===== config.mk =====
export PLATFORM = sky130hd
export DESIGN_NAME = pulse_width_ir_frame_decoder_top
export DESIGN_NICKNAME = d
export VERILOG_FILES = /design/src/pwifd_pkg.sv /design/src/pwifd_cfg.sv /design/src/pwifd_front.sv /design/src/pwifd_fifo.sv /design/src/pwifd_back.sv /design/src/pulse_width_ir_frame_decoder_top.sv
export SDC_FILE = /design/constraint.sdc
export NUM_CORES = 1
export LEC_CHECK = 0
export BUFFER_PORTS_ARGS = -buffer_cell sky130_fd_sc_hd__buf_2
export CAP_MARGIN = 20
export CORE_UTILIZATION = 63
export CTS_CLUSTER_SIZE = 12
export DETAILED_ROUTE_END_ITERATION = 6
export HOLD_SLACK_MARGIN = 0.15
export PLACE_DENSITY_LB_ADDON = 0.1
export SYNTH_ARGS = -nofsm -noshare
export SYNTH_HDL_FRONTEND = slang
export SYNTH_SLANG_ARGS = --single-unit
export TNS_END_PERCENT = 50

===== constraint.sdc =====
create_clock -name clk -period 11.45 [get_ports clk]
set_clock_uncertainty 0.2 [all_clocks]
set_input_delay 1.145 -clock clk [delete_from_list [all_inputs] [get_ports clk]]
set_output_delay 1.145 -clock clk [all_outputs]
set_load 0.01 [all_outputs]

===== src/pwifd_pkg.sv =====
// Shared types and constants for the pulse-width IR frame decoder.
// No dependencies; every other file in src imports this package.
package pwifd_pkg;

  localparam int TICK_W    = 15;                  // tick count field width
  localparam int US_W      = 15;                  // microsecond register width
  localparam int TPT_W     = 10;                  // ticks_per_10us width
  localparam int FACT_W    = US_W + 1;            // target +/- margin factor
  localparam int THR_W     = FACT_W + TPT_W + 1;  // factor * 2 * tpt
  localparam int WIN_N     = 4;
  localparam int CFG_IDX_W = 3;
  localparam int DATA_W    = 32;
  localparam int CNT_W     = 6;
  localparam int Q_DEPTH   = 2;
  localparam int Q_PTR_W   = 1;
  localparam int Q_CNT_W   = Q_PTR_W + 1;

  localparam logic [CNT_W-1:0] SHORT_BITS = CNT_W'(16);
  localparam logic [CNT_W-1:0] LONG_BITS  = CNT_W'(32);

  localparam logic [0:0]       RST_ACTIVE_LEVEL = 1'b0;
  localparam logic [TPT_W-1:0] RST_TPT          = TPT_W'(10);
  localparam logic [US_W-1:0]  RST_START_US     = US_W'(3000);
  localparam logic [US_W-1:0]  RST_ONE_US       = US_W'(1600);
  localparam logic [US_W-1:0]  RST_ZERO_US      = US_W'(800);
  localparam logic [US_W-1:0]  RST_GAP_US       = US_W'(600);
  localparam logic [US_W-1:0]  RST_MARGIN_US    = US_W'(200);

  typedef enum logic [1:0] {
    WIN_START,
    WIN_ONE,
    WIN_ZERO,
    WIN_GAP
  } win_t;

  typedef enum logic [CFG_IDX_W-1:0] {
    REG_ACTIVE_LEVEL,
    REG_TICKS_PER_10US,
    REG_START_PULSE,
    REG_ONE_PULSE,
    REG_ZERO_PULSE,
    REG_GAP,
    REG_MARGIN
  } cfg_reg_t;

  typedef enum logic [2:0] {
    ST_OK,
    ST_BAD_HDR,
    ST_BAD_MARK,
    ST_BAD_BIT,
    ST_EARLY_END
  } status_t;

  typedef enum logic [1:0] {
    PH_HUNT,
    PH_MARK,
    PH_DATA,
    PH_DROP
  } phase_t;

  typedef logic [THR_W-1:0] thr_val_t;

  // Window bounds in units of (20*ticks + tpt): lo is inclusive, hi exclusive
  typedef struct packed {
    thr_val_t [WIN_N-1:0] lo;
    thr_val_t [WIN_N-1:0] hi;
  } thr_set_t;

  // Classified pulse pair handed from the front to the back
  typedef struct packed {
    logic hdr_ok;
    logic one_ok;
    logic zero_ok;
    logic last;
  } cls_t;

endpackage


===== src/pwifd_cfg.sv =====
// Configuration registers and window threshold sequencer.
// Depends on pwifd_pkg; one shared multiplier fills eight bounds after each write.
module pwifd_cfg import pwifd_pkg::*; (
  input  logic                 clk,
  input  logic                 rst_n,
  input  logic                 wr_en,
  input  logic [CFG_IDX_W-1:0] wr_index,
  input  logic [US_W-1:0]      wr_data,
  output logic                 active_level,
  output logic [TPT_W-1:0]     tpt_eff,
  output thr_set_t             thr,
  output logic                 thr_ready
);

  logic              act_r;
  logic [TPT_W-1:0]  tpt_r;
  logic [US_W-1:0]   start_r, one_r, zero_r, gap_r, margin_r;
  logic              run_r, run_nxt;
  logic [2:0]        idx_r, idx_nxt;
  thr_val_t          lo_r [WIN_N];
  thr_val_t          hi_r [WIN_N];

  logic [US_W-1:0]   target;
  logic [FACT_W-1:0] fact_lo, fact_hi, fact;
  logic [TPT_W:0]    tpt2;
  thr_val_t          prod;

  always_ff @(posedge clk) begin
    if (!rst_n) begin
      act_r    <= RST_ACTIVE_LEVEL;
      tpt_r    <= RST_TPT;
      start_r  <= RST_START_US;
      one_r    <= RST_ONE_US;
      zero_r   <= RST_ZERO_US;
      gap_r    <= RST_GAP_US;
      margin_r <= RST_MARGIN_US;
    end else if (wr_en) begin
      case (cfg_reg_t'(wr_index))
        REG_ACTIVE_LEVEL:   act_r    <= wr_data[0];
        REG_TICKS_PER_10US: tpt_r    <= wr_data[TPT_W-1:0];
        REG_START_PULSE:    start_r  <= wr_data;
        REG_ONE_PULSE:      one_r    <= wr_data;
        REG_ZERO_PULSE:     zero_r   <= wr_data;
        REG_GAP:            gap_r    <= wr_data;
        REG_MARGIN:         margin_r <= wr_data;
        default: ;
      endcase
    end
  end

  always_comb begin
    case (win_t'(idx_r[1:0]))
      WIN_START: target = start_r;
      WIN_ONE:   target = one_r;
      WIN_ZERO:  target = zero_r;
      WIN_GAP:   target = gap_r;
      default:   target = gap_r;
    endcase
  end

  assign tpt_eff = (tpt_r == '0) ? TPT_W'(1) : tpt_r;
  assign tpt2    = {tpt_eff, 1'b0};

  // us > target - margin  <=>  20t + tpt >= (target - margin + 1) * 2tpt; clamp at zero
  assign fact_lo = (margin_r > target) ? '0
                 : FACT_W'({1'b0, target} - {1'b0, margin_r} + FACT_W'(1));
  assign fact_hi = {1'b0, target} + {1'b0, margin_r};
  assign fact    = idx_r[2] ? fact_hi : fact_lo;
  assign prod    = THR_W'(fact) * tpt2;

  // Restart the sweep on reset and on every write
  always_comb begin
    run_nxt = run_r;
    idx_nxt = idx_r;
    if (wr_en) begin
      run_nxt = 1'b1;
      idx_nxt = '0;
    end else if (run_r) begin
      idx_nxt = idx_r + 3'd1;
      if (idx_r == 3'd7) run_nxt = 1'b0;
    end
  end

  always_ff @(posedge clk) begin
    if (!rst_n) begin
      run_r <= 1'b1;
      idx_r <= '0;
    end else begin
      run_r <= run_nxt;
      idx_r <= idx_nxt;
    end
  end

  always_ff @(posedge clk) begin
    if (run_r && !wr_en) begin
      if (idx_r[2]) hi_r[idx_r[1:0]] <= prod;
      else          lo_r[idx_r[1:0]] <= prod;
    end
  end

  always_comb begin
    for (int i = 0; i < WIN_N; i++) begin
      thr.lo[i] = lo_r[i];
      thr.hi[i] = hi_r[i];
    end
  end

  assign active_level = act_r;
  assign thr_ready    = !run_r;

endmodule


===== src/pwifd_front.sv =====
// Front end: accepts pulse pairs, scales durations and classifies each pair.
// Depends on pwifd_pkg; thresholds come from pwifd_cfg.
module pwifd_front import pwifd_pkg::*; #(
  parameter int DURATION_BITS = 15
) (
  input  logic              clk,
  input  logic              rst_n,
  input  logic              in_valid,
  output logic              in_ready,
  input  logic              high_level,
  input  logic [TICK_W-1:0] high_ticks,
  input  logic              low_level,
  input  logic [TICK_W-1:0] low_ticks,
  input  logic              last_in_buffer,
  input  logic              active_level,
  input  logic [TPT_W-1:0]  tpt_eff,
  input  thr_set_t          thr,
  input  logic              thr_ready,
  input  logic              q_full,
  output logic              q_push,
  output cls_t              q_data,
  output logic              busy
);

  localparam int TB = (DURATION_BITS < TICK_W) ? DURATION_BITS : TICK_W;
  localparam int AW = TB + 5;

  function automatic logic in_win(input logic [AW-1:0] a, input thr_val_t lo,
                                  input thr_val_t hi);
    thr_val_t ax;
    ax = THR_W'(a);
    return (ax >= lo) && (ax < hi);
  endfunction

  logic              s1_v_r, s1_v_nxt;
  logic              s1_hl_r, s1_ll_r, s1_last_r;
  logic [TICK_W-1:0] s1_ht_r, s1_lt_r;
  logic              s2_v_r, s2_v_nxt;
  logic [AW-1:0]     s2_ah_r, s2_al_r;
  logic              s2_lv_r, s2_gap0_r, s2_last_r;

  logic              s1_take, s1_adv, s2_take, s2_adv;
  logic [TB-1:0]     th, tl;
  logic [AW-1:0]     ah, al;
  logic              pulse_start, pulse_one, pulse_zero, gap_win, bit_gap;

  assign s2_adv   = s2_v_r && !q_full;
  assign s2_take  = !s2_v_r || s2_adv;
  assign s1_adv   = s1_v_r && s2_take;
  assign s1_take  = !s1_v_r || s1_adv;
  assign in_ready = thr_ready && s1_take;

  always_comb begin
    s1_v_nxt = s1_v_r;
    if (s1_take) s1_v_nxt = in_valid && in_ready;
    s2_v_nxt = s2_v_r;
    if (s2_take) s2_v_nxt = s1_v_r;
  end

  always_ff @(posedge clk) begin
    if (!rst_n) begin
      s1_v_r <= 1'b0;
      s2_v_r <= 1'b0;
    end else begin
      s1_v_r <= s1_v_nxt;
      s2_v_r <= s2_v_nxt;
    end
  end

  always_ff @(posedge clk) begin
    if (in_valid && in_ready) begin
      s1_hl_r   <= high_level;
      s1_ht_r   <= high_ticks;
      s1_ll_r   <= low_level;
      s1_lt_r   <= low_ticks;
      s1_last_r <= last_in_buffer;
    end
  end

  // 20*t + tpt, the numerator of the rounded microsecond conversion
  assign th = s1_ht_r[TB-1:0];
  assign tl = s1_lt_r[TB-1:0];
  assign ah = (AW'(th) << 4) + (AW'(th) << 2) + AW'(tpt_eff);
  assign al = (AW'(tl) << 4) + (AW'(tl) << 2) + AW'(tpt_eff);

  always_ff @(posedge clk) begin
    if (s1_adv) begin
      s2_ah_r   <= ah;
      s2_al_r   <= al;
      s2_lv_r   <= (s1_hl_r == active_level) && (s1_ll_r != active_level);
      s2_gap0_r <= (tl == '0);
      s2_last_r <= s1_last_r;
    end
  end

  assign pulse_start = in_win(s2_ah_r, thr.lo[WIN_START], thr.hi[WIN_START]);
  assign pulse_one   = in_win(s2_ah_r, thr.lo[WIN_ONE],   thr.hi[WIN_ONE]);
  assign pulse_zero  = in_win(s2_ah_r, thr.lo[WIN_ZERO],  thr.hi[WIN_ZERO]);
  assign gap_win     = in_win(s2_al_r, thr.lo[WIN_GAP],   thr.hi[WIN_GAP]);
  assign bit_gap     = s2_gap0_r || gap_win;

  assign q_push         = s2_adv;
  assign q_data.hdr_ok  = s2_lv_r && pulse_start && gap_win;
  assign q_data.one_ok  = s2_lv_r && pulse_one && bit_gap;
  assign q_data.zero_ok = s2_lv_r && pulse_zero && bit_gap;
  assign q_data.last    = s2_last_r;

  assign busy = s1_v_r || s2_v_r;

endmodule


===== src/pwifd_fifo.sv =====
// Short queue of classified pairs between the front and the back.
// Depends on pwifd_pkg for the entry type and depth.
module pwifd_fifo import pwifd_pkg::*; (
  input  logic clk,
  input  logic rst_n,
  input  logic push,
  input  cls_t push_data,
  input  logic pop,
  output cls_t pop_data,
  output logic full,
  output logic not_empty
);

  cls_t               mem_r [Q_DEPTH];
  logic [Q_PTR_W-1:0] wr_ptr_r, rd_ptr_r;
  logic [Q_CNT_W-1:0] cnt_r, cnt_nxt;

  always_comb begin
    cnt_nxt = cnt_r;
    if (push && !pop)      cnt_nxt = cnt_r + Q_CNT_W'(1);
    else if (pop && !push) cnt_nxt = cnt_r - Q_CNT_W'(1);
  end

  always_ff @(posedge clk) begin
    if (!rst_n) begin
      wr_ptr_r <= '0;
      rd_ptr_r <= '0;
      cnt_r    <= '0;
    end else begin
      if (push) wr_ptr_r <= wr_ptr_r + Q_PTR_W'(1);
      if (pop)  rd_ptr_r <= rd_ptr_r + Q_PTR_W'(1);
      cnt_r <= cnt_nxt;
    end
  end

  always_ff @(posedge clk) begin
    if (push) mem_r[wr_ptr_r] <= push_data;
  end

  assign pop_data  = mem_r[rd_ptr_r];
  assign full      = (cnt_r == Q_CNT_W'(Q_DEPTH));
  assign not_empty = (cnt_r != '0);

endmodule


===== src/pwifd_back.sv =====
// Back end: frame state machine, bit shifter and the result register.
// Depends on pwifd_pkg; pops classified pairs from pwifd_fifo.
module pwifd_back import pwifd_pkg::*; (
  input  logic              clk,
  input  logic              rst_n,
  input  logic              q_valid,
  input  cls_t              q_data,
  output logic              q_pop,
  output logic              out_valid,
  input  logic              out_ready,
  output status_t           status,
  output logic [DATA_W-1:0] data,
  output logic [CNT_W-1:0]  bit_count
);

  phase_t             phase_r, phase_nxt;
  logic [CNT_W-1:0]   bits_r, bits_nxt;
  logic               wide_r, wide_nxt;
  logic [DATA_W-1:0]  shift_r, shift_nxt;
  logic               out_v_r;
  status_t            st_r;
  logic [DATA_W-1:0]  word_r;
  logic [CNT_W-1:0]   cnt_r;

  logic               take;
  logic               emit;
  status_t            emit_st;
  logic [DATA_W-1:0]  emit_word;
  logic [CNT_W-1:0]   emit_cnt;
  logic               bit_val;
  logic               bit_ok;
  logic [CNT_W-1:0]   bits_dec;
  logic               frame_done;

  assign take       = q_valid && (!out_v_r || out_ready);
  assign q_pop      = take;
  assign bit_ok     = q_data.one_ok || q_data.zero_ok;
  assign bit_val    = q_data.one_ok;
  assign bits_dec   = bits_r - CNT_W'(1);
  assign frame_done = (bits_dec == '0) || (bits_dec > LONG_BITS);

  // Next phase
  always_comb begin
    phase_nxt = phase_r;
    case (phase_r)
      PH_HUNT: begin
        if (!q_data.hdr_ok)  phase_nxt = q_data.last ? PH_HUNT : PH_DROP;
        else if (!q_data.last) phase_nxt = PH_MARK;
      end
      PH_MARK: begin
        if (!bit_ok)         phase_nxt = q_data.last ? PH_HUNT : PH_DROP;
        else if (q_data.last) phase_nxt = PH_HUNT;
        else                 phase_nxt = PH_DATA;
      end
      PH_DATA: begin
        if (!bit_ok)         phase_nxt = q_data.last ? PH_HUNT : PH_DROP;
        else if (frame_done || q_data.last) phase_nxt = PH_HUNT;
      end
      PH_DROP: begin
        if (q_data.last) phase_nxt = PH_HUNT;
      end
      default: phase_nxt = PH_HUNT;
    endcase
  end

  // Results and datapath
  always_comb begin
    emit      = 1'b0;
    emit_st   = ST_OK;
    emit_word = '0;
    emit_cnt  = '0;
    bits_nxt  = bits_r;
    wide_nxt  = wide_r;
    shift_nxt = shift_r;
    case (phase_r)
      PH_HUNT: begin
        shift_nxt = '0;
        bits_nxt  = '0;
        if (!q_data.hdr_ok) begin
          emit    = 1'b1;
          emit_st = ST_BAD_HDR;
        end else if (q_data.last) begin
          emit    = 1'b1;
          emit_st = ST_EARLY_END;
        end
      end
      PH_MARK: begin
        shift_nxt = '0;
        if (!bit_ok) begin
          emit     = 1'b1;
          emit_st  = ST_BAD_MARK;
          bits_nxt = '0;
        end else begin
          // zero is tested first for the size marker
          wide_nxt = !q_data.zero_ok;
          if (q_data.last) begin
            emit     = 1'b1;
            emit_st  = ST_EARLY_END;
            bits_nxt = '0;
          end else begin
            bits_nxt = q_data.zero_ok ? SHORT_BITS : LONG_BITS;
          end
        end
      end
      PH_DATA: begin
        if (!bit_ok) begin
          emit      = 1'b1;
          emit_st   = ST_BAD_BIT;
          bits_nxt  = '0;
          shift_nxt = '0;
        end else if (frame_done) begin
          emit      = 1'b1;
          emit_st   = ST_OK;
          emit_word = {shift_r[DATA_W-2:0], bit_val};
          emit_cnt  = wide_r ? LONG_BITS : SHORT_BITS;
          bits_nxt  = '0;
          shift_nxt = '0;
        end else if (q_data.last) begin
          emit      = 1'b1;
          emit_st   = ST_EARLY_END;
          bits_nxt  = '0;
          shift_nxt = '0;
        end else begin
          bits_nxt  = bits_dec;
          shift_nxt = {shift_r[DATA_W-2:0], bit_val};
        end
      end
      PH_DROP: ;
      default: ;
    endcase
  end

  always_ff @(posedge clk) begin
    if (!rst_n) begin
      phase_r <= PH_HUNT;
      bits_r  <= '0;
      wide_r  <= 1'b0;
      shift_r <= '0;
      out_v_r <= 1'b0;
    end else begin
      if (take) begin
        phase_r <= phase_nxt;
        bits_r  <= bits_nxt;
        wide_r  <= wide_nxt;
        shift_r <= shift_nxt;
        out_v_r <= emit;
      end else if (out_ready) begin
        out_v_r <= 1'b0;
      end
    end
  end

  always_ff @(posedge clk) begin
    if (take && emit) begin
      st_r   <= emit_st;
      word_r <= emit_word;
      cnt_r  <= emit_cnt;
    end
  end

  assign out_valid = out_v_r;
  assign status    = st_r;
  assign data      = word_r;
  assign bit_count = cnt_r;

endmodule


===== src/pulse_width_ir_frame_decoder_top.sv =====
// Pulse-width IR frame decoder, top level.
// Depends on pwifd_pkg, pwifd_cfg, pwifd_front, pwifd_fifo and pwifd_back.
//
//   channel  direction  handshake            payload
//   in_      slave      in_tvalid/in_tready  in_tdata (pulse pair), in_tlast
//   out_     master     out_tvalid/tready    out_tdata (word, width), out_tuser
//   cfg_     slave      cfg_valid/cfg_ready  cfg_index, cfg_data
//
// One pulse pair per cycle sustained while out_tready stays high; a pair's result reaches
// out_tvalid through the input register, scaling register, queue and result register.
// After reset and after each configuration write, a shared multiplier fills the
// eight window bounds one after another; in_tready stays low meanwhile.
// A stalled result first blocks the back end; the queue and front keep filling until the queue is full.
module pulse_width_ir_frame_decoder_top import pwifd_pkg::*; #(
  parameter int DURATION_BITS = 15
) (
  input  logic                 clk,
  input  logic                 rst_n,
  input  logic                 in_tvalid,
  output logic                 in_tready,
  // [0] high_level, [15:1] high_ticks, [16] low_level, [31:17] low_ticks
  input  logic [31:0]          in_tdata,
  input  logic                 in_tlast,
  output logic                 out_tvalid,
  input  logic                 out_tready,
  // [31:0] data, [37:32] bit_count, [39:38] zero
  output logic [39:0]          out_tdata,
  // [2:0] status
  output logic [2:0]           out_tuser,
  input  logic                 cfg_valid,
  output logic                 cfg_ready,
  input  logic [CFG_IDX_W-1:0] cfg_index,
  input  logic [US_W-1:0]      cfg_data
);

  logic              cfg_wr;
  logic              active_level;
  logic [TPT_W-1:0]  tpt_eff;
  thr_set_t          thr;
  logic              thr_ready;
  logic              front_busy;
  logic              q_push, q_pop, q_full, q_not_empty;
  cls_t              q_in, q_out;
  status_t           status;
  logic [DATA_W-1:0] data;
  logic [CNT_W-1:0]  bit_count;

  assign cfg_ready = !front_busy && !q_not_empty;
  assign cfg_wr    = cfg_valid && cfg_ready;

  pwifd_cfg u_cfg (
    .clk          (clk),
    .rst_n        (rst_n),
    .wr_en        (cfg_wr),
    .wr_index     (cfg_index),
    .wr_data      (cfg_data),
    .active_level (active_level),
    .tpt_eff      (tpt_eff),
    .thr          (thr),
    .thr_ready    (thr_ready)
  );

  pwifd_front #(
    .DURATION_BITS (DURATION_BITS)
  ) u_front (
    .clk            (clk),
    .rst_n          (rst_n),
    .in_valid       (in_tvalid),
    .in_ready       (in_tready),
    .high_level     (in_tdata[0]),
    .high_ticks     (in_tdata[15:1]),
    .low_level      (in_tdata[16]),
    .low_ticks      (in_tdata[31:17]),
    .last_in_buffer (in_tlast),
    .active_level   (active_level),
    .tpt_eff        (tpt_eff),
    .thr            (thr),
    .thr_ready      (thr_ready),
    .q_full         (q_full),
    .q_push         (q_push),
    .q_data         (q_in),
    .busy           (front_busy)
  );

  pwifd_fifo u_fifo (
    .clk       (clk),
    .rst_n     (rst_n),
    .push      (q_push),
    .push_data (q_in),
    .pop       (q_pop),
    .pop_data  (q_out),
    .full      (q_full),
    .not_empty (q_not_empty)
  );

  pwifd_back u_back (
    .clk       (clk),
    .rst_n     (rst_n),
    .q_valid   (q_not_empty),
    .q_data    (q_out),
    .q_pop     (q_pop),
    .out_valid (out_tvalid),
    .out_ready (out_tready),
    .status    (status),
    .data      (data),
    .bit_count (bit_count)
  );

  assign out_tdata = {2'b00, bit_count, data};
  assign out_tuser = status;

endmodule


==> results.json, run 1 <==
{
  "outcome": "complete, no violations",
  "ys.flop_type": "edfxtp_1",
  "dpl.cell_count": 3366,
  "slowest_delay_ps": 660,
  "p_sw_mw": 4.248,
  "drtAntennaViolNets": 0,
  "antenna_cells": 0,
  "hold_start": "u_front.s1_last_r",
  "grt_pass1_wl_um": 110800,
  "start_util": 0.6394,
  "dr_total_vias": 20380,
  "seq_area_frac_synth": 0.4327,
  "cts_hold_buf": 0,
  "synth_area_um2": 29080,
  "die_area_um2": 47020,
  "drc_errors": 0,
  "cp_data_required_time_ps": 11540,
  "ys_ff_latch": 465,
  "grt_setup_unrepaired": "false",
  "arrival_ps": 10190,
  "core_um2": 45480,
  "cap_violations": 0,
  "grt_pass1_vias": 21040,
  "drv_slew": 0,
  "cts-buffers-inserted": 49,
  "ios": 102,
  "finalCritPeriodShare": 0.8822,
  "cpMostUsedCell": "fa_1",
  "clkTransAtPathRegs_ps": 60,
  "die_h_um": 216.8,
  "crit_path_start_kind": "flop",
  "setup_tns_ps": 0,
  "max_slew_margin": 0.2384,
  "p_leak_nw": 14.05,
  "end_kind": "flop",
  "min_period_ps": 10100,
  "p_seq_frac": 0.305,
  "p_per_area_nw_per_um2": 303.0,
  "use_met3": 0.03256,
  "instances_no_fill": 3456,
  "synth.avg_cell_area_um2": 10.66,
  "grt.total_usage": 0.3018,
  "cts_buffer_depth": 3,
  "gr-usage-met1": 0.3819,
  "clockPowerShare": 0.154,
  "grt_max_degree": 92,
  "layout-drive-gt1-share": 0.08578,
  "postSynthCellCount": 2727,
  "async_reset_ff_frac": 0,
  "reg2reg_from": "u_cfg.idx_r[0]",
  "clkLatencyLatePin_ps": 580,
  "synthTopCellsByArea": "edfxtp_1 (34%), ha_1 (14%), dfxtp_1 (9.5%), fa_1 (8.7%), nand2_1 (4.4%)",
  "fp.dieW_um": 216.8,
  "synth_top_area_frac": 0.3377,
  "fill_cells": 3384,
  "grt_remaining_overflow": 0,
  "yosysWarnings": 0,
  "crit_type": "reg2reg",
  "cts_setup_buffers": 0,
  "dr.pass1.iters": 7,
  "ys_types": 82,
  "startpoint": "u_cfg.idx_r[0]",
  "cts_root_buffer": "clkbuf_16",
  "area_growth_pct": 9.048,
  "yosysTopAreaCell": "edfxtp_1",
  "yosysMostFrequentCell": "nand2_1",
  "drtIter0Drc": 1379,
  "port-buffer-count": 95,
  "wl_per_cell_um": 20.10,
  "multi_input_area_um2": 14930,
  "antenna_found_initial": 1,
  "cts_tree": "done",
  "final_nets": 3339,
  "cts_max_level": 2,
  "postCtsResizedCells": 0,
  "gp_congestion": 0.8918,
  "seq_area_um2": 12580,
  "fmax_mhz": 98.99,
  "dpl.hpwl_um": 51250,
  "ir_drop_mv": 0.4870,
  "cts_num_sinks": 465,
  "synth_edf_count": 327,
  "path_max_fanout": 17,
  "hold_path_class": "reg2reg",
  "crit_path_top_delay_cell": "ha_1",
  "grtUsageMet2": 0.5421,
  "synthTopCellsByCount": "nand2_1 (338), ha_1 (337), inv_1 (330)",
  "rows": 78,
  "p_int_mw": 5.360,
  "combPwrFrac": 0.541,
  "r2r_setup_slack_ps": 1350,
  "post-place-ws_ps": 1441,
  "finalSetupViolCount": 0,
  "vias_per_cell": 5.896,
  "tightestPinTransition_ps": 1138,
  "hold_viol_final": 0,
  "final_util": 0.6973,
  "fin_ws_ps": 1348,
  "wl_um": 69460,
  "switching_share": 0.4421,
  "grt_busiest_layer": "met2"
}
==> registers in the layout, indices dropped and copies added (netlist names), 8 cells and up, named ones only <==
| register | flops |
|---|---|
| u_front.s2_al_r | 20 |
| u_cfg.hi_r | 104 |
| u_back.data | 32 |
| u_cfg.one_r | 15 |
| u_front.s2_ah_r | 18 |
| u_cfg.lo_r | 104 |
| u_front.s1_ht_r | 15 |
| u_cfg.gap_r | 15 |
| u_cfg.start_r | 15 |
| u_fifo.mem_r | 8 |
| u_back.shift_r | 31 |
| u_front.s1_lt_r | 15 |
| u_cfg.margin_r | 15 |
| u_cfg.tpt_r | 10 |
| u_cfg.zero_r | 15 |
==> critical path: cells and delay by family (launching register included) <==
kind / cells / cell delay, ps
buf+inv: 4 / 250
mux: 1 / 430
xor+xnor: 1 / 490
compound gates: 12 / 2640
flops: 1 / 350
fa+ha+maj: 10 / 4610
simple gates: 3 / 850
==> power by group through the flow <==
stage | clock (mW) | sequential (mW) | combinational (mW)
after floorplan | 0 | 2.96 | 3.13
after global placement | 0 | 2.96 | 4.82
after detailed placement | 0 | 2.97 | 5.10
after CTS | 1.50 | 2.93 | 5.13
after global routing | 1.56 | 2.95 | 5.72
final | 1.48 | 2.93 | 5.20
==> cells by family after synthesis <==
group / after synthesis / synth area share
and+or+nand+nor: 767 / 0.1276
other: 1 / 0.0001290
xor gates and xnor gates: 73 / 0.02199
DFF: 465 / 0.4327
muxes: 36 / 0.01312
AOI/OAI and AO/OA: 498 / 0.1168
buffers and inverters: 423 / 0.05559
adders and majority gates: 464 / 0.2321
==> final timing paths <==
check	endpoint	depth (start not counted)
worst min register to register	u_front.s2_last_r	0
worst min-delay path	u_front.s2_last_r	0
worst max register to register	u_cfg.lo_r[1][25]	31
worst max-delay path	u_cfg.lo_r[1][25]	31
==> cell usage in the layout, fill, tap and decap left out, types with 70 or more instances in the layout <==
cell      instances
ha_1            337
nor2_1           70
o21ai_0          75
and2_1          117
fa_1            126
edfxtp_1        327
dfxtp_1         138
nand2_1         338
inv_1           330
nand3_1          73
a21oi_1          97
buf_2            94
==> through the flow <==
stage	cell area [um2]	hold WS [ps]	total power [mW]
2_1_floorplan	29100	200.3	6.087
3_3_place_gp	30200	211.3	7.775
3_5_place_dp	30220	212.1	8.070
4_1_cts	31690	240.1	9.556
5_1_grt	31710	246.4	10.23
6_report	31710	235.8	9.609
==> final cells by class <==
cell class | instances | area share
clock inverter | 15 | 0.003472
tap | 600 | 0.02367
multi-input combinational | 1844 | 0.4708
clock buffer | 72 | 0.04297
timing repair buffer | 129 | 0.02316
sequential | 465 | 0.3968
inverter | 331 | 0.03918
==> per-layer routing <==
metal | up-vias | share of wire
met5 | - | 0
met4 | 0 | 0.028
met1 | 10010 | 0.41
li1 | 9627 | -
met3 | 132 | 0.052
met2 | 607 | 0.51
Note: power is estimated with default switching activity, not from simulation.
==> run 2: changes to the inputs <==
- CORE_UTILIZATION: 63 -> 55
==> results.json, run 2 (same netlist as run 1, synthesis figures left out) <==
{
  "power.total_mw": 9.363,
  "max_slew_margin": 0.2088,
  "die_h_um": 231.9,
  "cpMostUsedCell": "fa_1",
  "topRoutingLayerUsed": "met4",
  "cts_root_buffer": "clkbuf_16",
  "p_per_area_nw_per_um2": 295.5,
  "port-buffer-count": 95,
  "cts_hold_buf": 0,
  "cts_tree": "done",
  "post-place-ws_ps": 1414,
  "min_period_ps": 10130,
  "cts_num_sinks": 465,
  "hold_path_depth": 0,
  "final_common_cell": "nand2_1",
  "hold_start": "u_front.s1_last_r",
  "met2_length_um": 34920,
  "tightestPinTransition_ps": 1178,
  "grt.total_usage": 0.2661,
  "finalCritPeriodShare": 0.8845,
  "arrival_ps": 10210,
  "core_um2": 51820,
  "area_growth_pct": 8.975,
  "r2r-end": "u_cfg.hi_r[2][23]",
  "drtAntennaViolNets": 0,
  "drv_slew": 0,
  "dr.pass1.iters": 5,
  "grt_pass1_wl_um": 110800,
  "cts_buffer_depth": 3,
  "die_area_um2": 53800,
  "end_kind": "flop",
  "gp_congestion": 0.8706,
  "layout-drive-gt1-share": 0.08160,
  "final_cell_mix": "nand2_1 (338), ha_1 (337), inv_1 (330)",
  "cap_violations": 0,
  "cp_data_required_time_ps": 11530,
  "final_nets": 3331,
  "ir_drop_mv": 0.5020,
  "p_leak_nw": 13.97,
  "multi_input_area_um2": 14940,
  "crit_path_start_kind": "flop",
  "cts_max_level": 2,
  "crit_type": "reg2reg",
  "rows": 83,
  "outcome": "complete, no violations",
  "vias_per_cell": 5.680,
  "reg2reg_from": "u_cfg.idx_r[0]",
  "wl_met3_um": 2942,
  "wl_um": 69890,
  "grt_remaining_overflow": 0,
  "seq_area_um2": 12580,
  "met1Wirelength_um": 30170,
  "r2r_setup_slack_ps": 1320,
  "antenna_cells": 0,
  "grt_max_degree": 88,
  "min_to": "u_front.s2_last_r",
  "drtIter0Drc": 1320,
  "start_util": 0.5612,
  "hold_path_class": "reg2reg",
  "hold_viol_final": 0,
  "dr_total_vias": 20010,
  "r2r_cells": 33,
  "antenna_found_initial": 0,
  "fmax_mhz": 98.74,
  "clkTransAtPathRegs_ps": 60,
  "fill_cells": 4282,
  "cts-buffers-inserted": 48,
  "placed_area_um2": 30290,
  "clkLatencyLatePin_ps": 580,
  "fp.dieW_um": 231.9,
  "cts_setup_buffers": 0,
  "grt_setup_unrepaired": "false",
  "ios": 102,
  "path_max_fanout": 17,
  "fin_ws_ps": 1322,
  "design_area_um2": 31690,
  "wl_per_cell_um": 19.84,
  "finalSetupViolCount": 0,
  "final_util": 0.6115,
  "setup_tns_ps": 0,
  "slowest_delay_ps": 610,
  "dpl.hpwl_um": 52250,
  "crit_path_top_delay_cell": "nor4_2",
  "postCtsResizedCells": 0,
  "grt_pass1_vias": 20500,
  "drc_errors": 0
}
## run 2: cell count changes in the layout (fill, tap and decap cells not counted), sizes merged
cell / before / now
clkinv: 10 / 7
bufinv: 1 / 0
clkinvlp: 1 / 0
buf: 128 / 122
clkbuf: 73 / 72
inv: 334 / 333
## run 2: cell type report
cell class | count | area share
clock buffers | 72 | 0.04236
repair buffers | 122 | 0.02148
well taps | 680 | 0.02685
inverters | 331 | 0.03921
clock inverters | 9 | 0.001500
multi-input cells | 1844 | 0.4716
flip-flops and latches | 465 | 0.3970
## run 2: worst max-delay path: cells and delay by family, from the launching register on
kind / cells / cell delay [ps]
compound gates: 13 / 2870
flops: 1 / 390
buf+inv: 4 / 240
xor+xnor: 1 / 560
simple gates: 4 / 960
fa+ha+maj: 10 / 4310
mux: 1 / 280
## run 2: metrics by stage
stage / hold slack, ps / cells
2_1_floorplan: 200.3 / 2732
3_3_place_gp: 212.4 / 3441
3_5_place_dp: 213.5 / 3441
4_1_cts: 240.5 / 3522
5_1_grt: 265.4 / 3523
6_report: 235.8 / 3523
## run 2: layer usage
| layer | track usage | vias to the layer above |
|---|---|---|
| met3 | 0.02972 | 110 |
| met5 | 0 | - |
| met1 | 0.3433 | 9836 |
| met4 | 0.07895 | 0 |
| li1 | - | 9604 |
| met2 | 0.4689 | 462 |
## run 2: worst max-delay path by stage
stage                               from                end  slack [ps]  depth (start not counted)
after global placement    u_cfg.idx_r[0]  u_cfg.hi_r[0][23]        1750                         33
after detailed placement  u_cfg.idx_r[0]  u_cfg.hi_r[2][23]        1410                         33
after global routing      u_cfg.idx_r[0]  u_cfg.hi_r[2][23]         500                         33
after floorplan           u_cfg.idx_r[0]  u_cfg.hi_r[0][25]        2640                         34
after CTS                 u_cfg.idx_r[0]  u_cfg.lo_r[2][23]        1380                         33
final                     u_cfg.idx_r[0]  u_cfg.hi_r[2][23]        1320                         33
## run 2: power breakdown
part	internal [mW]	switching (mW)	total [mW]
combinational	1.54	3.46	5.00
sequential	2.87	0.0638	2.94
clock	0.804	0.622	1.43
total	5.22	4.15	9.36
